===== config.mk =====
export PLATFORM = sky130hd
export DESIGN_NAME = saa_ram
export DESIGN_NICKNAME = d
export VERILOG_FILES = /design/src/design/saa_ram.sv
export SDC_FILE = /design/constraint.sdc
export NUM_CORES = 2
export LEC_CHECK = 0
export BUFFER_PORTS_ARGS = -buffer_cell sky130_fd_sc_hd__buf_2
export CORE_ASPECT_RATIO = 0.8
export CORE_MARGIN = 4
export CORE_UTILIZATION = 25
export DETAILED_ROUTE_END_ITERATION = 12
export REMOVE_ABC_BUFFERS = 1
export SYNTH_ARGS = -nofsm -noshare
export SYNTH_HDL_FRONTEND = slang
export SYNTH_SLANG_ARGS = --single-unit

===== constraint.sdc =====
create_clock -name clk -period 2.4 [get_ports clk]
set_clock_uncertainty 0.1 [all_clocks]
set_input_delay 0.24 -clock clk [delete_from_list [all_inputs] [get_ports clk]]
set_output_delay 0.24 -clock clk [all_outputs]
set_load 0.02 [all_outputs]

===== src/design/saa_ram.sv =====
// Generic simple dual-port RAM: one write port, one read port, registered read.
// No dependencies.
`default_nettype none
module saa_ram #(
  parameter int WIDTH = 16,
  parameter int DEPTH = 256
) (
  input  logic                     clk,
  input  logic                     we,
  input  logic [$clog2(DEPTH)-1:0] waddr,
  input  logic [WIDTH-1:0]         wdata,
  input  logic [$clog2(DEPTH)-1:0] raddr,
  output logic [WIDTH-1:0]         rdata
);

  logic [WIDTH-1:0] mem_r [DEPTH];
  logic [WIDTH-1:0] rdata_r;

  always_ff @(posedge clk) begin
    if (we) begin
      mem_r[waddr] <= wdata;
    end
    rdata_r <= mem_r[raddr];
  end

  assign rdata = rdata_r;

endmodule
`default_nettype wire


==> impl_results.md <==
* Run status: finished, violations left
* Failing checks: negative setup slack
* GRT Resource Usage Total at 0.136
* Post-synth EDFFs at slightly above 4k
* Count of cells along the worst register-to-register path at 6
* Mean instance size in the synthesized netlist at 21.6 um2
* Total design power at 148 mW
* Clock-pin transition on the worst setup and hold timing paths at about 0.060 ns
* Post-synthesis instance area at between 150000 and 200000 um2
* Post-route DRC violation count at 0
* Filler Cells Inserted at ~60k
* Number of nets still failing antenna checks after routing at 0
* Proportion of register bits with asynchronous set or reset after synthesis at 0
* Proportion of synthesized chip area in sequential cells at 0.777
* Req. time, crit path at roughly 3.1 ns
* CTS HTree Levels at 5
* Post-synthesis instance total at 7360
* Post-synthesis sequential element count at ~4.1k
* Site row count at 261
* Maximum number of pins on one net before global-route repair at 100
* Layout Area Growth over Synthesis at 22.8%
* Worst skew pair latency at ~0.95 ns
* Number of global-route vias before repair at between 70k and 80k
* Total of endpoints with negative setup slack in the final report at 13
* Placed inst area at about 180000 um2
* Yosys warns at 0
* Placement-stage worst setup slack at -1.62 ns
* Relative slew margins at 0.274
* DIE HEIGHT at about 700 um
* Number of placed I/O pins at 50
* Highest routed layer: met5
* Global-route wire length before repair at around 640000 um
* Hold endpoint: mem_r[255][12]
* Initial antenna violation count at 44
* Die Span X at approximately 900 um
* Largest fanout on the critical path at 20
* Dominant cell type by area after synthesis: sky130_fd_sc_hd__edfxtp_1
* Die Area at 648000 um2
* Post-detail-place hpwl at approximately 290000 um
* Leakage power figure at 61.5 nW
* Net count reported at finish at 8592
* Period utilisation layout at 1.11
* Netlist cell types at 52
* Number of detailed-route iterations in the first pass at 6
* CTS buffer count at between 300 and 400
* Crit path capture type: flop
* Synth top area cells: sky130_fd_sc_hd__edfxtp_1 77%, sky130_fd_sc_hd__mux4_2 11%, sky130_fd_sc_hd__mux2i_1 3.6%, sky130_fd_sc_hd__o221ai_1 1.4%, sky130_fd_sc_hd__nor2_1 0.72%
* Root Driver: sky130_fd_sc_hd__clkbuf_16
* Worst setup slack after layout at -0.270 ns
* Worst reg2reg endpoint: rdata[13]
* Launch instance of the worst min-delay path: waddr[4]
* Worst hold-check path type: in2reg
* Clock tree from TritonCTS: yes
* Highest attainable clock frequency at between 0.3 and 0.4 GHz
* Port-buffer cells at 49
* Most repeated cell in the gate-level netlist after synthesis: sky130_fd_sc_hd__edfxtp_1
* Type of the setup path with the least slack: in2reg
* Hold violation count in the final report at 0
* Startpoint types: primary input
* Average routed wire per standard cell at ~27 um
* Reported max-cap violation count at 0
* Number of vias after detailed routing at 83.0k
* Final estimated routing congestion in global placement at between 0.9 and 1
* Power Dens Cells at between 700 and 800 nW/um2
* Area share of the leading cell type in the synthesized netlist at 0.775
* Most used flip-flop cell after synthesis: sky130_fd_sc_hd__edfxtp_1
* Placeable Area at around 630000 um2
* Inst Count DP at around 17k
* 1st-iter DRT viols at about 12k
* Reg2Reg Launch Point: mem_r[29][13]
* RSZ-0062 raised after global routing: yes
* Vias per Instance at approximately 4.8
* Fraction of final layout cells with drive strength greater than 1 at 0.322
* Hold Path Depth at 4
* Met2 wire length at between 150000 and 200000 um
* Arrival time reported for the critical path endpoint at ~3.4 ns
* Setup slack of the worst register-to-register path at -0.15 ns
* Cell types with the highest counts after synthesis: 4096 x sky130_fd_sc_hd__edfxtp_1, 797 x sky130_fd_sc_hd__mux4_2, 565 x sky130_fd_sc_hd__mux2i_1, 304 x sky130_fd_sc_hd__nor2_1, 252 x sky130_fd_sc_hd__o221ai_1
* Transition at the pin with the smallest max-transition slack at approximately 1.1 ns
* Final slew viol count at 0
* Met1 layer wirelength in the final routing at 198000 um
* Routed wl met3 at between 50000 and 60000 um
* Min Clock Period, post-route at roughly 2.7 ns
* Sinks on Clock Net at between 4k and 5k
* Maximum buffer depth of the clock tree at 4
* Remaining global-route overflow at 0
* Post-Layout Cell Count at around 17k
* Starting Density at 0.251
* Worst supply voltage drop on vdd at approximately 0.00061 V
* Routed WL at 460000 um
* Layout Cell Area excl Fill at slightly below 200000 um2
## power breakdown
group          leakage (nW)  switching [mW]  internal [mW]
Clock                  5.81            26.5           32.8
Sequential             36.9           0.177           79.1
Combinational          18.8            5.71           3.70
Total                  61.5            32.3            116
## sequential cells by signal (all words and copies together) (netlist names)
name and count:
rdata 16, mem_r 4096
## metal layers
layer | GRT usage | vias to the layer above
met3 | 0.0430 | 573
li1 | - | 33800
met2 | 0.195 | 4183
met4 | 0.0273 | 22
met1 | 0.201 | 44400
met5 | 0.00185 | -
## cell families after synthesis
kind of cell / Yosys count / synth area share
flip-flops: 4112 / 0.777
AO/OA/AOI/OAI: 786 / 0.0354
AND/OR/NAND/NOR: 556 / 0.0157
multiplexers: 1450 / 0.155
buffers and inverters: 456 / 0.0169
## worst max path at each step
stage	from	end	slack [ns]
3_5_place_dp	raddr[0]	rdata[7]	-1.62
5_1_grt	mem_r[31][11]	rdata[11]	-0.19
2_1_floorplan	raddr[2]	rdata[4]	-4.44
4_1_cts	mem_r[31][11]	rdata[11]	-0.24
3_3_place_gp	raddr[0]	rdata[7]	-1.66
6_report	raddr[0]	rdata[6]	-0.27
## cell usage in the layout (no fill, tap or decap), drive strengths merged, types with 10 or more instances in the layout
cell type and count:
a22oi 43, clkbuf 491, a221oi 28, nor3 92
mux2 88, nor2 304, o31ai 16, mux2i 565
inv 10, buf 1231, o221ai 253, nand2 38
and3 11, clkinv 164, o32ai 21, a21oi 175
dlygate4sd3 24, o22ai 148, bufinv 27, a22o 32
mux4 797, o21ai 38, diode 39, nand4 26
a211oi 18, nor4 18, nand3 35, edfxtp 4096
dfxtp 16
## metrics by stage
| stage | setup TNS (ns) | utilization | hold WS (ns) |
|---|---|---|---|
| final | -1.27 | 0.308 | 0.109 |
| after global routing | -1.29 | 0.308 | 0.103 |
| after global placement | -21.19 | 0.286 | 0.481 |
| after floorplan | -68.98 | - | 0.239 |
| after CTS | -0.854 | 0.307 | 0.0233 |
| after detailed placement | -21.07 | 0.286 | 0.488 |
## critical path: stages
cell	delay, ns
sky130_fd_sc_hd__buf_16	0.14
sky130_fd_sc_hd__buf_4	0.17
sky130_fd_sc_hd__buf_4	0.17
sky130_fd_sc_hd__buf_12	0.17
sky130_fd_sc_hd__buf_16	0.19
sky130_fd_sc_hd__buf_16	0.20
sky130_fd_sc_hd__mux4_2	0.36
sky130_fd_sc_hd__and3_1	0.17
sky130_fd_sc_hd__a21oi_1	0.04
sky130_fd_sc_hd__buf_4	0.15
sky130_fd_sc_hd__a21oi_1	0.28
sky130_fd_sc_hd__nand4_1	0.55
sky130_fd_sc_hd__nor4_2	0.44
## repair_timing
item	in CTS	in global routing
setup buffers	9	20
endpoints found under the setup margin	16	29
hold buffers	24	0
resized for setup	131	97
pin swaps	36	37
endpoints found under the hold margin	3067	0
gates cloned	8	6
## layout make-up
class,instances,area [um2],share of cell area
clock inverter,202,1740,0.00892
clock buffer,484,10100,0.0520
tap,8416,10500,0.0540
timing repair buffer,1269,15000,0.0771
multi-input combinational,2792,34000,0.175
sequential,4112,123000,0.633
inverter,4,27.5,0.000141
antenna,39,97.6,0.000501
Power figures use the tool's default switching activity.
